==> src/rtl/ihl_pkg.sv <==
package ihl_pkg;

  localparam int unsigned RomBytesDefault       = 4096;
  localparam int unsigned MaxRecordBytesDefault = 32;

  localparam logic [7:0] CharColon = 8'h3A;
  localparam logic [7:0] CharLf    = 8'h0A;
  localparam logic [7:0] CharCr    = 8'h0D;

  localparam int unsigned MinLineLength = 11;

  localparam logic [7:0] RecData = 8'h00;
  localparam logic [7:0] RecEnd  = 8'h01;
  localparam logic [7:0] RecExt  = 8'h02;

  localparam logic KindWrite  = 1'b0;
  localparam logic KindStatus = 1'b1;

  typedef enum logic [3:0] {
    StOk       = 4'd0,
    StEnd      = 4'd1,
    StBadLine  = 4'd2,
    StBadHex   = 4'd3,
    StExtType  = 4'd4,
    StBadType  = 4'd5,
    StTooLarge = 4'd6,
    StLenShort = 4'd7,
    StTooLong  = 4'd8
  } status_e;

  typedef enum logic [1:0] {
    BackIdle,
    BackFetch,
    BackEmit,
    BackStat
  } back_state_e;

  typedef struct packed {
    logic [7:0] ch;
    logic       end_of_stream;
  } item_t;

  typedef struct packed {
    logic        kind;
    logic [11:0] address;
    logic [7:0]  data;
    logic [3:0]  status;
    logic [11:0] program_size;
    logic        last;
  } result_t;

  typedef struct packed {
    logic        is_data;
    status_e     status;
    logic [11:0] addr;
    logic [7:0]  len;
    logic [11:0] size;
  } cmd_t;

  typedef struct packed {
    logic       en;
    logic [7:0] offset;
    logic [7:0] data;
  } store_wr_t;

  function automatic logic [7:0] sat_add8(input logic [7:0] a, input logic [7:0] b);
    logic [8:0] s;
    s = {1'b0, a} + {1'b0, b};
    return s[8] ? 8'hFF : s[7:0];
  endfunction

  function automatic logic [4:0] hex_nibble(input logic [7:0] c);
    logic [4:0] r;
    r = 5'd0;
    if (c >= 8'h30 && c <= 8'h39) begin
      r = {1'b1, 4'(c - 8'h30)};
    end else if (c >= 8'h41 && c <= 8'h46) begin
      r = {1'b1, 4'(c - 8'h37)};
    end else if (c >= 8'h61 && c <= 8'h66) begin
      r = {1'b1, 4'(c - 8'h57)};
    end
    return r;
  endfunction

endpackage

==> src/rtl/intel_hex_record_loader_top.sv <==
// Intel HEX record loader. Characters enter through a queue-style port: a
// request is taken on a clock edge with push high and full low. Results leave
// through a queue-style port: the oldest result sits on result_o while empty
// is low and is taken on an edge with pop high.
// A line feed, or a character marked end_of_stream, closes a record. Once
// the close is registered, the line is checked and a command enters a
// two-entry queue. The back end then emits one ROM write per data byte,
// each fetched from the byte store before it is emitted, followed by one
// status result. Every result passes from the close register through the
// command queue and the back-end states into the output register.
// An ordinary character costs one cycle while full is low. full stays high
// while a close is registered and while the queue or the back end still
// holds a record, so a line holds the input until its last result is out.
// If the receiver stalls, the output register holds its result and the back
// end waits; full then remains high until the record's last result has
// entered the output register.
// After an end record or any error the block ignores all further characters
// until reset. Reset clears all control state and the program size; no
// clearing pass is needed, and the block accepts characters at once.
module intel_hex_record_loader_top #(
  parameter int unsigned ROM_BYTES        = ihl_pkg::RomBytesDefault,
  parameter int unsigned MAX_RECORD_BYTES = ihl_pkg::MaxRecordBytesDefault
) (
  input  logic             clk_i,
  input  logic             rst_ni,
  input  logic             push,
  output logic             full,
  input  ihl_pkg::item_t   item_i,
  output logic             empty,
  input  logic             pop,
  output ihl_pkg::result_t result_o
);
  import ihl_pkg::*;

  store_wr_t store_wr;
  logic      cmd_push;
  cmd_t      cmd_in;
  logic      cmd_full;
  logic      cmd_pop;
  cmd_t      cmd_out;
  logic      cmd_empty;
  logic      back_busy;
  logic      store_busy;

  assign store_busy = !cmd_empty || back_busy;

  ihl_front #(
    .ROM_BYTES       (ROM_BYTES),
    .MAX_RECORD_BYTES(MAX_RECORD_BYTES)
  ) u_front (
    .clk_i       (clk_i),
    .rst_ni      (rst_ni),
    .push        (push),
    .full        (full),
    .item_i      (item_i),
    .store_busy_i(store_busy),
    .store_wr_o  (store_wr),
    .cmd_push_o  (cmd_push),
    .cmd_o       (cmd_in),
    .cmd_full_i  (cmd_full)
  );

  ihl_queue u_queue (
    .clk_i   (clk_i),
    .rst_ni  (rst_ni),
    .wr_en_i (cmd_push),
    .wr_cmd_i(cmd_in),
    .full_o  (cmd_full),
    .rd_en_i (cmd_pop),
    .rd_cmd_o(cmd_out),
    .empty_o (cmd_empty)
  );

  ihl_back #(
    .MAX_RECORD_BYTES(MAX_RECORD_BYTES)
  ) u_back (
    .clk_i      (clk_i),
    .rst_ni     (rst_ni),
    .store_wr_i (store_wr),
    .cmd_empty_i(cmd_empty),
    .cmd_i      (cmd_out),
    .cmd_pop_o  (cmd_pop),
    .busy_o     (back_busy),
    .empty      (empty),
    .pop        (pop),
    .result_o   (result_o)
  );

endmodule

==> src/rtl/ihl_front.sv <==
module ihl_front #(
  parameter int unsigned ROM_BYTES        = ihl_pkg::RomBytesDefault,
  parameter int unsigned MAX_RECORD_BYTES = ihl_pkg::MaxRecordBytesDefault
) (
  input  logic               clk_i,
  input  logic               rst_ni,
  input  logic               push,
  output logic               full,
  input  ihl_pkg::item_t     item_i,
  input  logic               store_busy_i,
  output ihl_pkg::store_wr_t store_wr_o,
  output logic               cmd_push_o,
  output ihl_pkg::cmd_t      cmd_o,
  input  logic               cmd_full_i
);
  import ihl_pkg::*;

  localparam logic [8:0]  MaxRec9   = 9'(MAX_RECORD_BYTES);
  localparam logic [17:0] RomBytes18 = 18'(ROM_BYTES);

  logic [7:0]  line_length_q, line_length_d;
  logic        phase_q, phase_d;
  logic [3:0]  high_nib_q, high_nib_d;
  logic        start_ok_q, start_ok_d;
  logic        hex_bad_q, hex_bad_d;
  logic [7:0]  pending_q, pending_d;
  logic [7:0]  sum_q, sum_d;
  logic [7:0]  count_q, count_d;
  logic [7:0]  rec_len_q, rec_len_d;
  logic [15:0] rec_addr_q, rec_addr_d;
  logic [7:0]  rec_type_q, rec_type_d;
  logic [11:0] size_q, size_d;
  logic        halted_q, halted_d;
  logic        close_q, close_d;

  logic        accept;
  status_e     status;
  logic [7:0]  present;
  logic [16:0] rec_end;
  logic [17:0] new_size;
  logic        do_close;

  assign full   = close_q || store_busy_i;
  assign accept = push && !full;

  always_comb begin
    present  = count_q - 8'd5;
    rec_end  = {1'b0, rec_addr_q} + 17'(rec_len_q);
    new_size = ({1'b0, rec_end} > 18'(size_q)) ? ({1'b0, rec_end} + 18'd2) : 18'(size_q);
    if (line_length_q < 8'(MinLineLength) || phase_q || !start_ok_q) begin
      status = StBadLine;
    end else if (hex_bad_q || sum_q != 8'd0) begin
      status = StBadHex;
    end else if (rec_type_q == RecEnd) begin
      status = StEnd;
    end else if (rec_type_q == RecExt) begin
      status = StExtType;
    end else if (rec_type_q != RecData) begin
      status = StBadType;
    end else if ({1'b0, present} > MaxRec9) begin
      status = StTooLong;
    end else if (rec_len_q > present) begin
      status = StLenShort;
    end else if (new_size >= RomBytes18 || {1'b0, rec_end} >= RomBytes18) begin
      status = StTooLarge;
    end else begin
      status = StOk;
    end
  end

  assign do_close   = close_q && !cmd_full_i;
  assign cmd_push_o = do_close;

  always_comb begin
    cmd_o.is_data = (status == StOk);
    cmd_o.status  = status;
    cmd_o.addr    = rec_addr_q[11:0];
    cmd_o.len     = rec_len_q;
    cmd_o.size    = (status == StOk) ? new_size[11:0] : size_q;
  end

  always_comb begin
    logic [7:0] ll;
    logic [7:0] n;
    logic [4:0] hx;
    logic [7:0] b;
    logic       is_close;

    line_length_d = line_length_q;
    phase_d       = phase_q;
    high_nib_d    = high_nib_q;
    start_ok_d    = start_ok_q;
    hex_bad_d     = hex_bad_q;
    pending_d     = pending_q;
    sum_d         = sum_q;
    count_d       = count_q;
    rec_len_d     = rec_len_q;
    rec_addr_d    = rec_addr_q;
    rec_type_d    = rec_type_q;
    size_d        = size_q;
    halted_d      = halted_q;
    close_d       = close_q;
    store_wr_o    = '0;
    ll            = line_length_q;
    n             = pending_q;
    hx            = hex_nibble(item_i.ch);
    b             = {high_nib_q, hx[3:0]};
    is_close      = (item_i.ch == CharLf) || (item_i.ch == CharCr && item_i.end_of_stream);

    if (accept && !halted_q) begin
      if (is_close) begin
        pending_d = 8'd0;
        close_d   = 1'b1;
      end else if (item_i.ch == CharCr) begin
        pending_d = sat_add8(pending_q, 8'd1);
      end else begin
        pending_d = 8'd0;
        if (n != 8'd0 && ll == 8'd0) begin
          ll         = 8'd1;
          start_ok_d = 1'b0;
          n          = n - 8'd1;
        end
        if (n != 8'd0) begin
          ll        = sat_add8(ll, n);
          phase_d   = phase_d ^ n[0];
          hex_bad_d = 1'b1;
        end
        if (ll == 8'd0) begin
          start_ok_d = (item_i.ch == CharColon);
          ll         = 8'd1;
        end else begin
          ll = sat_add8(ll, 8'd1);
          if (!hx[4]) begin
            hex_bad_d = 1'b1;
          end
          if (!phase_d) begin
            high_nib_d = hx[3:0];
            phase_d    = 1'b1;
          end else begin
            b       = {high_nib_d, hx[3:0]};
            phase_d = 1'b0;
            sum_d   = sum_q + b;
            unique case (count_q)
              8'd0: rec_len_d = b;
              8'd1: rec_addr_d = {b, rec_addr_q[7:0]};
              8'd2: rec_addr_d = {rec_addr_q[15:8], b};
              8'd3: rec_type_d = b;
              default: begin
                if ({1'b0, count_q} < MaxRec9 + 9'd4) begin
                  store_wr_o.en     = 1'b1;
                  store_wr_o.offset = count_q - 8'd4;
                  store_wr_o.data   = b;
                end
              end
            endcase
            count_d = sat_add8(count_q, 8'd1);
          end
        end
        line_length_d = ll;
        if (item_i.end_of_stream) begin
          close_d = 1'b1;
        end
      end
    end

    if (do_close) begin
      close_d       = 1'b0;
      line_length_d = 8'd0;
      phase_d       = 1'b0;
      high_nib_d    = 4'd0;
      start_ok_d    = 1'b0;
      hex_bad_d     = 1'b0;
      pending_d     = 8'd0;
      sum_d         = 8'd0;
      count_d       = 8'd0;
      rec_len_d     = 8'd0;
      rec_addr_d    = 16'd0;
      rec_type_d    = 8'd0;
      if (status == StOk) begin
        size_d = new_size[11:0];
      end else begin
        halted_d = 1'b1;
      end
    end
  end

  always_ff @(posedge clk_i or negedge rst_ni) begin
    if (!rst_ni) begin
      line_length_q <= 8'd0;
      phase_q       <= 1'b0;
      high_nib_q    <= 4'd0;
      start_ok_q    <= 1'b0;
      hex_bad_q     <= 1'b0;
      pending_q     <= 8'd0;
      sum_q         <= 8'd0;
      count_q       <= 8'd0;
      rec_len_q     <= 8'd0;
      rec_addr_q    <= 16'd0;
      rec_type_q    <= 8'd0;
      size_q        <= 12'd0;
      halted_q      <= 1'b0;
      close_q       <= 1'b0;
    end else begin
      line_length_q <= line_length_d;
      phase_q       <= phase_d;
      high_nib_q    <= high_nib_d;
      start_ok_q    <= start_ok_d;
      hex_bad_q     <= hex_bad_d;
      pending_q     <= pending_d;
      sum_q         <= sum_d;
      count_q       <= count_d;
      rec_len_q     <= rec_len_d;
      rec_addr_q    <= rec_addr_d;
      rec_type_q    <= rec_type_d;
      size_q        <= size_d;
      halted_q      <= halted_d;
      close_q       <= close_d;
    end
  end

endmodule

==> src/rtl/ihl_queue.sv <==
module ihl_queue (
  input  logic          clk_i,
  input  logic          rst_ni,
  input  logic          wr_en_i,
  input  ihl_pkg::cmd_t wr_cmd_i,
  output logic          full_o,
  input  logic          rd_en_i,
  output ihl_pkg::cmd_t rd_cmd_o,
  output logic          empty_o
);
  import ihl_pkg::*;

  cmd_t       entries_q [2];
  logic       wr_ptr_q, wr_ptr_d;
  logic       rd_ptr_q, rd_ptr_d;
  logic [1:0] count_q, count_d;
  logic       do_wr;
  logic       do_rd;

  assign full_o   = (count_q == 2'd2);
  assign empty_o  = (count_q == 2'd0);
  assign do_wr    = wr_en_i && !full_o;
  assign do_rd    = rd_en_i && !empty_o;
  assign rd_cmd_o = entries_q[rd_ptr_q];

  always_comb begin
    wr_ptr_d = do_wr ? !wr_ptr_q : wr_ptr_q;
    rd_ptr_d = do_rd ? !rd_ptr_q : rd_ptr_q;
    count_d  = count_q + 2'(do_wr) - 2'(do_rd);
  end

  always_ff @(posedge clk_i) begin
    if (do_wr) begin
      entries_q[wr_ptr_q] <= wr_cmd_i;
    end
  end

  always_ff @(posedge clk_i or negedge rst_ni) begin
    if (!rst_ni) begin
      wr_ptr_q <= 1'b0;
      rd_ptr_q <= 1'b0;
      count_q  <= 2'd0;
    end else begin
      wr_ptr_q <= wr_ptr_d;
      rd_ptr_q <= rd_ptr_d;
      count_q  <= count_d;
    end
  end

endmodule

==> src/rtl/ihl_back.sv <==
module ihl_back #(
  parameter int unsigned MAX_RECORD_BYTES = ihl_pkg::MaxRecordBytesDefault
) (
  input  logic               clk_i,
  input  logic               rst_ni,
  input  ihl_pkg::store_wr_t store_wr_i,
  input  logic               cmd_empty_i,
  input  ihl_pkg::cmd_t      cmd_i,
  output logic               cmd_pop_o,
  output logic               busy_o,
  output logic               empty,
  input  logic               pop,
  output ihl_pkg::result_t   result_o
);
  import ihl_pkg::*;

  localparam int unsigned IdxW = $clog2(MAX_RECORD_BYTES);

  logic [7:0]  store_mem [MAX_RECORD_BYTES];
  logic [7:0]  rdata_q;

  back_state_e state_q, state_d;
  cmd_t        cmd_q, cmd_d;
  logic [7:0]  idx_q, idx_d;
  result_t     out_q, out_d;
  logic        out_valid_q, out_valid_d;
  logic        out_free;
  logic        last_byte;

  assign out_free  = !out_valid_q || pop;
  assign last_byte = ({1'b0, idx_q} + 9'd1) == {1'b0, cmd_q.len};
  assign empty     = !out_valid_q;
  assign result_o  = out_q;
  assign busy_o    = (state_q != BackIdle);

  always_ff @(posedge clk_i) begin
    if (store_wr_i.en) begin
      store_mem[store_wr_i.offset[IdxW-1:0]] <= store_wr_i.data;
    end
    rdata_q <= store_mem[idx_q[IdxW-1:0]];
  end

  always_comb begin
    state_d = state_q;
    unique case (state_q)
      BackIdle: begin
        if (!cmd_empty_i) begin
          state_d = (cmd_i.is_data && cmd_i.len != 8'd0) ? BackFetch : BackStat;
        end
      end
      BackFetch: state_d = BackEmit;
      BackEmit: begin
        if (out_free) begin
          state_d = last_byte ? BackStat : BackFetch;
        end
      end
      BackStat: begin
        if (out_free) begin
          state_d = BackIdle;
        end
      end
      default: state_d = BackIdle;
    endcase
  end

  always_comb begin
    cmd_d       = cmd_q;
    idx_d       = idx_q;
    out_d       = out_q;
    out_valid_d = out_valid_q && !pop;
    cmd_pop_o   = 1'b0;
    unique case (state_q)
      BackIdle: begin
        if (!cmd_empty_i) begin
          cmd_pop_o = 1'b1;
          cmd_d     = cmd_i;
          idx_d     = 8'd0;
        end
      end
      BackFetch: begin
      end
      BackEmit: begin
        if (out_free) begin
          out_d.kind         = KindWrite;
          out_d.address      = cmd_q.addr + 12'(idx_q);
          out_d.data         = rdata_q;
          out_d.status       = 4'(StOk);
          out_d.program_size = 12'd0;
          out_d.last         = 1'b0;
          out_valid_d        = 1'b1;
          idx_d              = idx_q + 8'd1;
        end
      end
      BackStat: begin
        if (out_free) begin
          out_d.kind         = KindStatus;
          out_d.address      = 12'd0;
          out_d.data         = 8'd0;
          out_d.status       = 4'(cmd_q.status);
          out_d.program_size = cmd_q.size;
          out_d.last         = 1'b1;
          out_valid_d        = 1'b1;
        end
      end
      default: begin
      end
    endcase
  end

  always_ff @(posedge clk_i) begin
    cmd_q <= cmd_d;
    idx_q <= idx_d;
    out_q <= out_d;
  end

  always_ff @(posedge clk_i or negedge rst_ni) begin
    if (!rst_ni) begin
      state_q     <= BackIdle;
      out_valid_q <= 1'b0;
    end else begin
      state_q     <= state_d;
      out_valid_q <= out_valid_d;
    end
  end

endmodule
==> config.mk <==
export PLATFORM = sky130hd
export DESIGN_NAME = intel_hex_record_loader_top
export DESIGN_NICKNAME = d
export VERILOG_FILES = /design/src/rtl/ihl_pkg.sv /design/src/rtl/intel_hex_record_loader_top.sv /design/src/rtl/ihl_front.sv /design/src/rtl/ihl_queue.sv /design/src/rtl/ihl_back.sv
export SDC_FILE = /design/constraint.sdc
export NUM_CORES = 1
export LEC_CHECK = 0
export ABC_AREA = 1
export BUFFER_PORTS_ARGS = -buffer_cell sky130_fd_sc_hd__buf_2
export CORE_MARGIN = 8
export CORE_UTILIZATION = 30
export DETAILED_ROUTE_END_ITERATION = 8
export SYNTH_ARGS = -nofsm -noshare
export SYNTH_HDL_FRONTEND = slang
export SYNTH_SLANG_ARGS = --single-unit
==> constraint.sdc <==
create_clock -name clk_i -period 4.3 [get_ports clk_i]
set_input_delay 0.43 -clock clk_i [delete_from_list [all_inputs] [get_ports clk_i]]
set_output_delay 0.43 -clock clk_i [all_outputs]
set_load 0.02 [all_outputs]
==> results of run 1 <==
## flip-flops by register name, summed over array words and instances (netlist names), 4 cells and up
register / count
u_queue.entries_q: 74
u_front.high_nib_q: 4
u_front.sum_q: 8
u_front.line_length_q: 8
u_front.count_q: 8
u_back.idx_q: 8
u_front.rec_len_q: 8
u_back.store_mem: 256
u_back.rdata_q: 8
u_back.cmd_q: 36
u_back.result_o: 37
u_front.rec_addr_q: 16
u_front.pending_q: 8
u_front.size_q: 12
u_front.rec_type_q: 8
## power by group through the flow
stage	registers (mW)	clock network [mW]	logic, mW
floorplan	6.33	0	2.20
CTS	6.17	4.97	3.52
global placement	6.25	0	3.48
finish	6.16	4.86	3.50
detailed placement	6.26	0	3.50
global route	6.20	5.15	3.88
## stage by stage
step	hold slack [ns]	TNS (ns)	power, mW	instances
final	0.270	0	14.5	3806
after global routing	0.284	-0.341	15.2	3805
after CTS	0.225	0	14.7	3797
after detailed placement	0.459	-2.35	9.77	3695
after global placement	0.457	-0.899	9.74	3695
after floorplan	0.134	-61.32	8.53	2512
## Yosys cell counts (5+ instances only)
library cell and count:
nand2_1 528, edfxtp_1 411, nor2_1 369, inv_1 216, o21ai_0 212, nand3_1 105
dfrtp_1 92, o22ai_1 84, clkbuf_1 81, ha_1 73, a21oi_1 59, nand4_1 53
xor2_1 30, o21ai_1 20, nor3_1 19, and2_1 16, buf_1 10, nand3b_1 10
or2_2 10, xnor2_1 10, dfxtp_1 8, o21ai_2 8, buf_2 7, nor4_1 7
o31ai_1 7, a211oi_1 5, inv_2 5, nand3_2 5, nor2_2 5
## final timing paths
check,startpoint,cells past startpoint,slack (ns),end
worst max register to register,u_front.pending_q[1]$_DFFE_PN0N_,28,0.25,u_back.store_mem[12][0]$_DFFE_PP_
worst min register to register,u_front.size_q[8]$_DFFE_PN0P_,2,0.48,u_front.size_q[8]$_DFFE_PN0P_
worst max-delay path,u_front.pending_q[1]$_DFFE_PN0N_,28,0.25,u_back.store_mem[12][0]$_DFFE_PP_
worst min-delay path,pop,4,0.27,u_back.out_valid_q$_DFF_PN0_
min in group asynchronous,rst_ni,2,0.51,u_front.size_q[7]$_DFFE_PN0P_
max in group asynchronous,rst_ni,3,2.80,u_front.pending_q[1]$_DFFE_PN0N_
## kinds of logic after synthesis
logic type	Yosys count	synth area share [%]
DFF	511	60.3
buffers and inverters	328	5.20
and+or+nand+nor	1138	19.6
xor gates and xnor gates	40	1.43
AOI/OAI and AO/OA	418	9.48
adders and majority gates	77	4.04
## per-layer routing
layer / part of all wire [%] / GRT usage, % / up-vias / wire [um]
li1: - / - / 8949 / -
met1: 47 / 18.2 / 8606 / 28600
met2: 46 / 21.3 / 455 / 28200
met3: 5.2 / 1.67 / 84 / 3160
met4: 2.1 / 3.77 / 0 / 1290
met5: 0 / 0 / - / 0
## cell type report
cell class / count / area [um2]
clock inverter: 39 / 484
fill: 7997 / 51900
multi-input combinational: 1673 / 8920
timing repair buffer: 226 / 1850
sequential: 511 / 14800
clock buffer: 62 / 1410
tap: 1070 / 1340
antenna: 1 / 2.50
inverter: 224 / 850
## cell usage in the layout (no fill, tap or decap), types with 22 or more instances in the layout
cell type,count
dfrtp_1,91
o22ai_1,84
xor2_1,29
o21ai_0,209
edfxtp_1,411
nor2_1,334
a21oi_1,52
nand4_1,53
o21ai_1,22
buf_4,147
buf_2,51
nand3_1,95
inv_1,211
nand2_1,520
clkbuf_16,54
nor2_2,27
ha_1,63
## repair_timing
action | 4_1_cts | 5_1_grt
hold buffers | 1 | 0
gates resized for setup | 5 | 83
hold endpoints to repair | 42 | 0
pin swaps | 0 | 29
endpoints found under the setup margin | 52 | 604
buffers inserted | 0 | 8
## critical path, delay by kind of cell, from the launching register on
family,cells,cell delay (ns)
AO/OA/AOI/OAI,1,0.13
XOR/XNOR,1,0.18
adder cells (fa/ha/maj),2,0.40
buffers and inverters,6,0.68
flip-flops,1,0.38
AND/OR/NAND/NOR,18,1.96
==> flow_summary.json, run 1 <==
{
  "setup_ws_ns": 0.250,
  "crit_path_start_kind": "flop",
  "fin_nets": 2780,
  "antenna_found_initial": 0,
  "power_frac_clock_pct": 33.5,
  "core_um2": 81600,
  "cts_buffers": 54,
  "num_vias": 18100,
  "finalCriticalPeriod_ns": 4.05,
  "synth_nets": 2602,
  "maxCapViolCount": 0,
  "wl_per_cell_um": 16.1,
  "syn_area_um2": 24600,
  "fin_area_um2": 29700,
  "ir_drop_v": 0.000454,
  "synth_edf_count": 411,
  "layout-drive-gt1-share_pct": 16.0,
  "worst_slew_pin_slew_ns": 1.12,
  "synth_cells": 2512,
  "synth_warnings": 0,
  "post-dp-hpwl_um": 41100,
  "grt_pass1_wl_um": 95800,
  "io_pins": 53,
  "rows": 105,
  "routed_wl_um": 61300,
  "path_common_cell": "nand2_1",
  "hp-class": "primary input to flop",
  "grt_pass1_vias": 17200,
  "die_area_um2": 91300,
  "combPwrFrac_pct": 24.1,
  "overflow": 0,
  "grt_usage_pct": 13.1,
  "p_per_area_nw_per_um2": 490,
  "slew_headroom_pct": 25.2,
  "yosysSeqAreaShare_pct": 60.3,
  "avgSynthCellArea_um2": 9.78,
  "setup_viol": 0,
  "place_ws_ns": -0.131,
  "grt_start_max_net_pins": 135,
  "worstPathArrival_ns": 4.35,
  "drv_slew": 0,
  "gp_routability_congestion": 0.846,
  "cts.sink_count": 511,
  "clk_latency_ns": 0.65,
  "hold_viol_final": 0,
  "crit_required_ns": 4.60,
  "initial_utilization_pct": 30.1,
  "p_sw_mw": 4.76,
  "fin_crit_sh_pct": 94.2,
  "p_leak_nw": 11.4,
  "cts_tree": "built",
  "post-route-util_pct": 36.3,
  "area_delta_synth_final_pct": 20.7,
  "clockBufferDepth": 3,
  "drt-initial-drc-count": 1497,
  "synth.largest_area_cell": "edfxtp_1",
  "netSwitchingFraction_pct": 32.8,
  "die_y_um": 302,
  "p_seq_share_pct": 42.4,
  "worstPathMaxFanout": 7,
  "run_status": "finished clean",
  "dr.pass1.iters": 5,
  "ctsHtreeMaxLevel": 2,
  "path_clk_slew_ns": 0.06,
  "async_flop_share_pct": 18.0,
  "synth.distinct_cells": 54,
  "viasPerCell": 4.75,
  "synth_area_leaders": "edfxtp_1 (50%), dfrtp_1 (9.4%), nand2_1 (8.1%), nor2_1 (5.6%), o21ai_0 (4.3%)",
  "worstSetupPathType": "flop to flop",
  "drc": 0,
  "placed_area_um2": 27300,
  "crit_path_end_kind": "flop",
  "power.internal_mw": 9.76,
  "portBuffers": 52,
  "ys_ff_latch": 511,
  "cpPeakStageDelay_ns": 0.38,
  "clock-root-buffer": "clkbuf_16",
  "ant_nets": 0,
  "yosys_most_used_dff": "edfxtp_1",
  "crit_slowest_cell": "dfrtp_1",
  "skew_ns": 0.0727,
  "fp.dieW_um": 302,
  "max_freq_ghz": 0.247,
  "yosys.area.top_type_share_pct": 50.2
}
No activity file was read; power rests on OpenSTA's default activity.
==> run 2, diff against run 1 <==
==> constraint.sdc (replaced) <==
create_clock -name clk_i -period 4.7 [get_ports clk_i]
set_input_delay 0.47 -clock clk_i [delete_from_list [all_inputs] [get_ports clk_i]]
set_output_delay 0.47 -clock clk_i [all_outputs]
set_load 0.02 [all_outputs]
==> run 2 against run 1 <==
Sequential share of layout area is 2.2 points higher; clock power decreased by 13%; count of clock-buffer cells in the layout up 13.
==> flow_summary.json, run 2 (synthesis results as in run 1) <==
{
  "worstSetupPathType": "flop to flop",
  "worstPathArrival_ns": 4.68,
  "power.total_mw": 13.0,
  "area_delta_synth_final_pct": 15.7,
  "crit_path_start_kind": "flop",
  "rsz0062_at_grt": "no",
  "num_vias": 17900,
  "cts.sink_count": 511,
  "r2r_setup_slack_ns": 0.36,
  "hold_ws_ns": 0.272,
  "rows": 105,
  "p_leak_nw": 11.0,
  "gp_routability_congestion": 0.863,
  "ir_drop_v": 0.000474,
  "core_um2": 81600,
  "drv_slew": 0,
  "fp.dieW_um": 302,
  "crit_path_end_kind": "flop",
  "portBuffers": 52,
  "max_freq_ghz": 0.230,
  "io_pins": 53,
  "overflow": 0,
  "skew_ns": 0.0626,
  "slew_headroom_pct": 23.3,
  "die_area_um2": 91300,
  "grt_start_max_net_pins": 129,
  "run_status": "finished clean",
  "path_clk_slew_ns": 0.06,
  "fin_crit_sh_pct": 92.3,
  "ant_nets": 0,
  "worst_slew_pin_slew_ns": 1.15,
  "finalCriticalPeriod_ns": 4.34,
  "p_per_area_nw_per_um2": 459,
  "grt_pass1_vias": 17000,
  "wl_per_cell_um": 16.6,
  "antenna_found_initial": 1,
  "place_ws_ns": 0.0576,
  "setup_ws_ns": 0.360,
  "crit_required_ns": 5.04,
  "clk_latency_ns": 0.64,
  "fin_nets": 2696,
  "nFillCells": 8041,
  "layout-drive-gt1-share_pct": 11.0,
  "clock-root-buffer": "clkbuf_16",
  "initial_utilization_pct": 30.1,
  "cts_buffers": 53,
  "ctsHtreeMaxLevel": 2,
  "grt_pass1_wl_um": 97400,
  "final_common_cell": "nand2_1",
  "setup_viol": 0,
  "clockBufferDepth": 3,
  "maxCapViolCount": 0,
  "cts_tree": "built",
  "drc": 0,
  "post-dp-hpwl_um": 41000,
  "viasPerCell": 4.82,
  "dr.pass1.iters": 6,
  "routed_wl_um": 61600,
  "hp-class": "primary input to flop",
  "tns_ns": 0,
  "largest_register_ff_count": 256,
  "hold_viol_final": 0,
  "grt_usage_pct": 13.4,
  "layout_common_cells": "nand2_1 (526), edfxtp_1 (411), nor2_1 (356)",
  "worstPathMaxFanout": 13,
  "drt-initial-drc-count": 1513,
  "die_y_um": 302
}
[run 2: cell type report]
type	instances	area, um2	share of cell area (%)
Clock buffer	75	1520	5.35
Inverter	224	845	2.97
Tap cell	1070	1340	4.71
Sequential cell	511	14800	52.1
Antenna cell	1	2.50	0.00881
Multi-Input combinational cell	1673	8590	30.2
Clock inverter	24	256	0.903
Timing Repair Buffer	143	1060	3.75
[run 2: power by group]
group | internal, mW | switching (mW)
logic | 0.887 | 2.31
clock network | 2.44 | 1.79
registers | 5.41 | 0.197
total | 8.74 | 4.30
[run 2: stage by stage]
| stage | area (um2) | utilization (%) | std cells |
|---|---|---|---|
| global route | 28400 | 34.8 | 3720 |
| floorplan | 24600 | - | 2512 |
| CTS | 28300 | 34.7 | 3717 |
| detailed placement | 26500 | 32.5 | 3617 |
| finish | 28400 | 34.8 | 3721 |
| global placement | 26500 | 32.5 | 3617 |
[run 2: repair_timing]
item,in CTS,in global routing
setup endpoints to repair,0,375
setup buffers,0,3
gates resized for setup,0,17
hold endpoints to repair,56,0
hold buffers,1,0
[run 2: worst max-delay path, cell delays in order (launching register included)]
cell     delay, ns
dfrtp_1       0.39
inv_1         0.12
ha_2          0.22
nand2_1       0.07
nor2_2        0.12
nand3_2       0.10
nand2_4       0.13
inv_4         0.08
o21ai_2       0.14
inv_1         0.08
ha_1          0.32
inv_1         0.09
nor4_1        0.26
nand2_1       0.11
nand2_1       0.12
o21ai_0       0.08
o21ai_0       0.12
inv_1         0.07
ha_1          0.21
nand3_1       0.14
nor2_4        0.08
nand2_8       0.08
nand3_4       0.13
nor2_1        0.24
nand3_1       0.24
nor2_1        0.15
buf_4         0.20
[run 2: routing by layer]
layer	up-vias	part of all wire, %	global-route usage [%]
met3	83	6.1	1.69
met4	0	2.1	3.45
met5	-	0	0
li1	8796	-	-
met1	8516	48	19.7
met2	540	44	20.6
[run 2: path summary, 6_finish.rpt]
check                                                   from  cells after the start                           endpoint
max in group asynchronous                             rst_ni                      3   u_front.rec_len_q[2]$_DFFE_PN0P_
hold / removal                                           pop                      4       u_back.out_valid_q$_DFF_PN0_
setup / recovery            u_front.pending_q[1]$_DFFE_PN0N_                     26  u_back.store_mem[16][6]$_DFFE_PP_
hold reg to reg            u_front.rec_type_q[6]$_DFFE_PN0P_                      2  u_front.rec_type_q[6]$_DFFE_PN0P_
min in group asynchronous                             rst_ni                      2      u_front.size_q[0]$_DFFE_PN0P_
setup reg to reg            u_front.pending_q[1]$_DFFE_PN0N_                     26  u_back.store_mem[16][6]$_DFFE_PP_
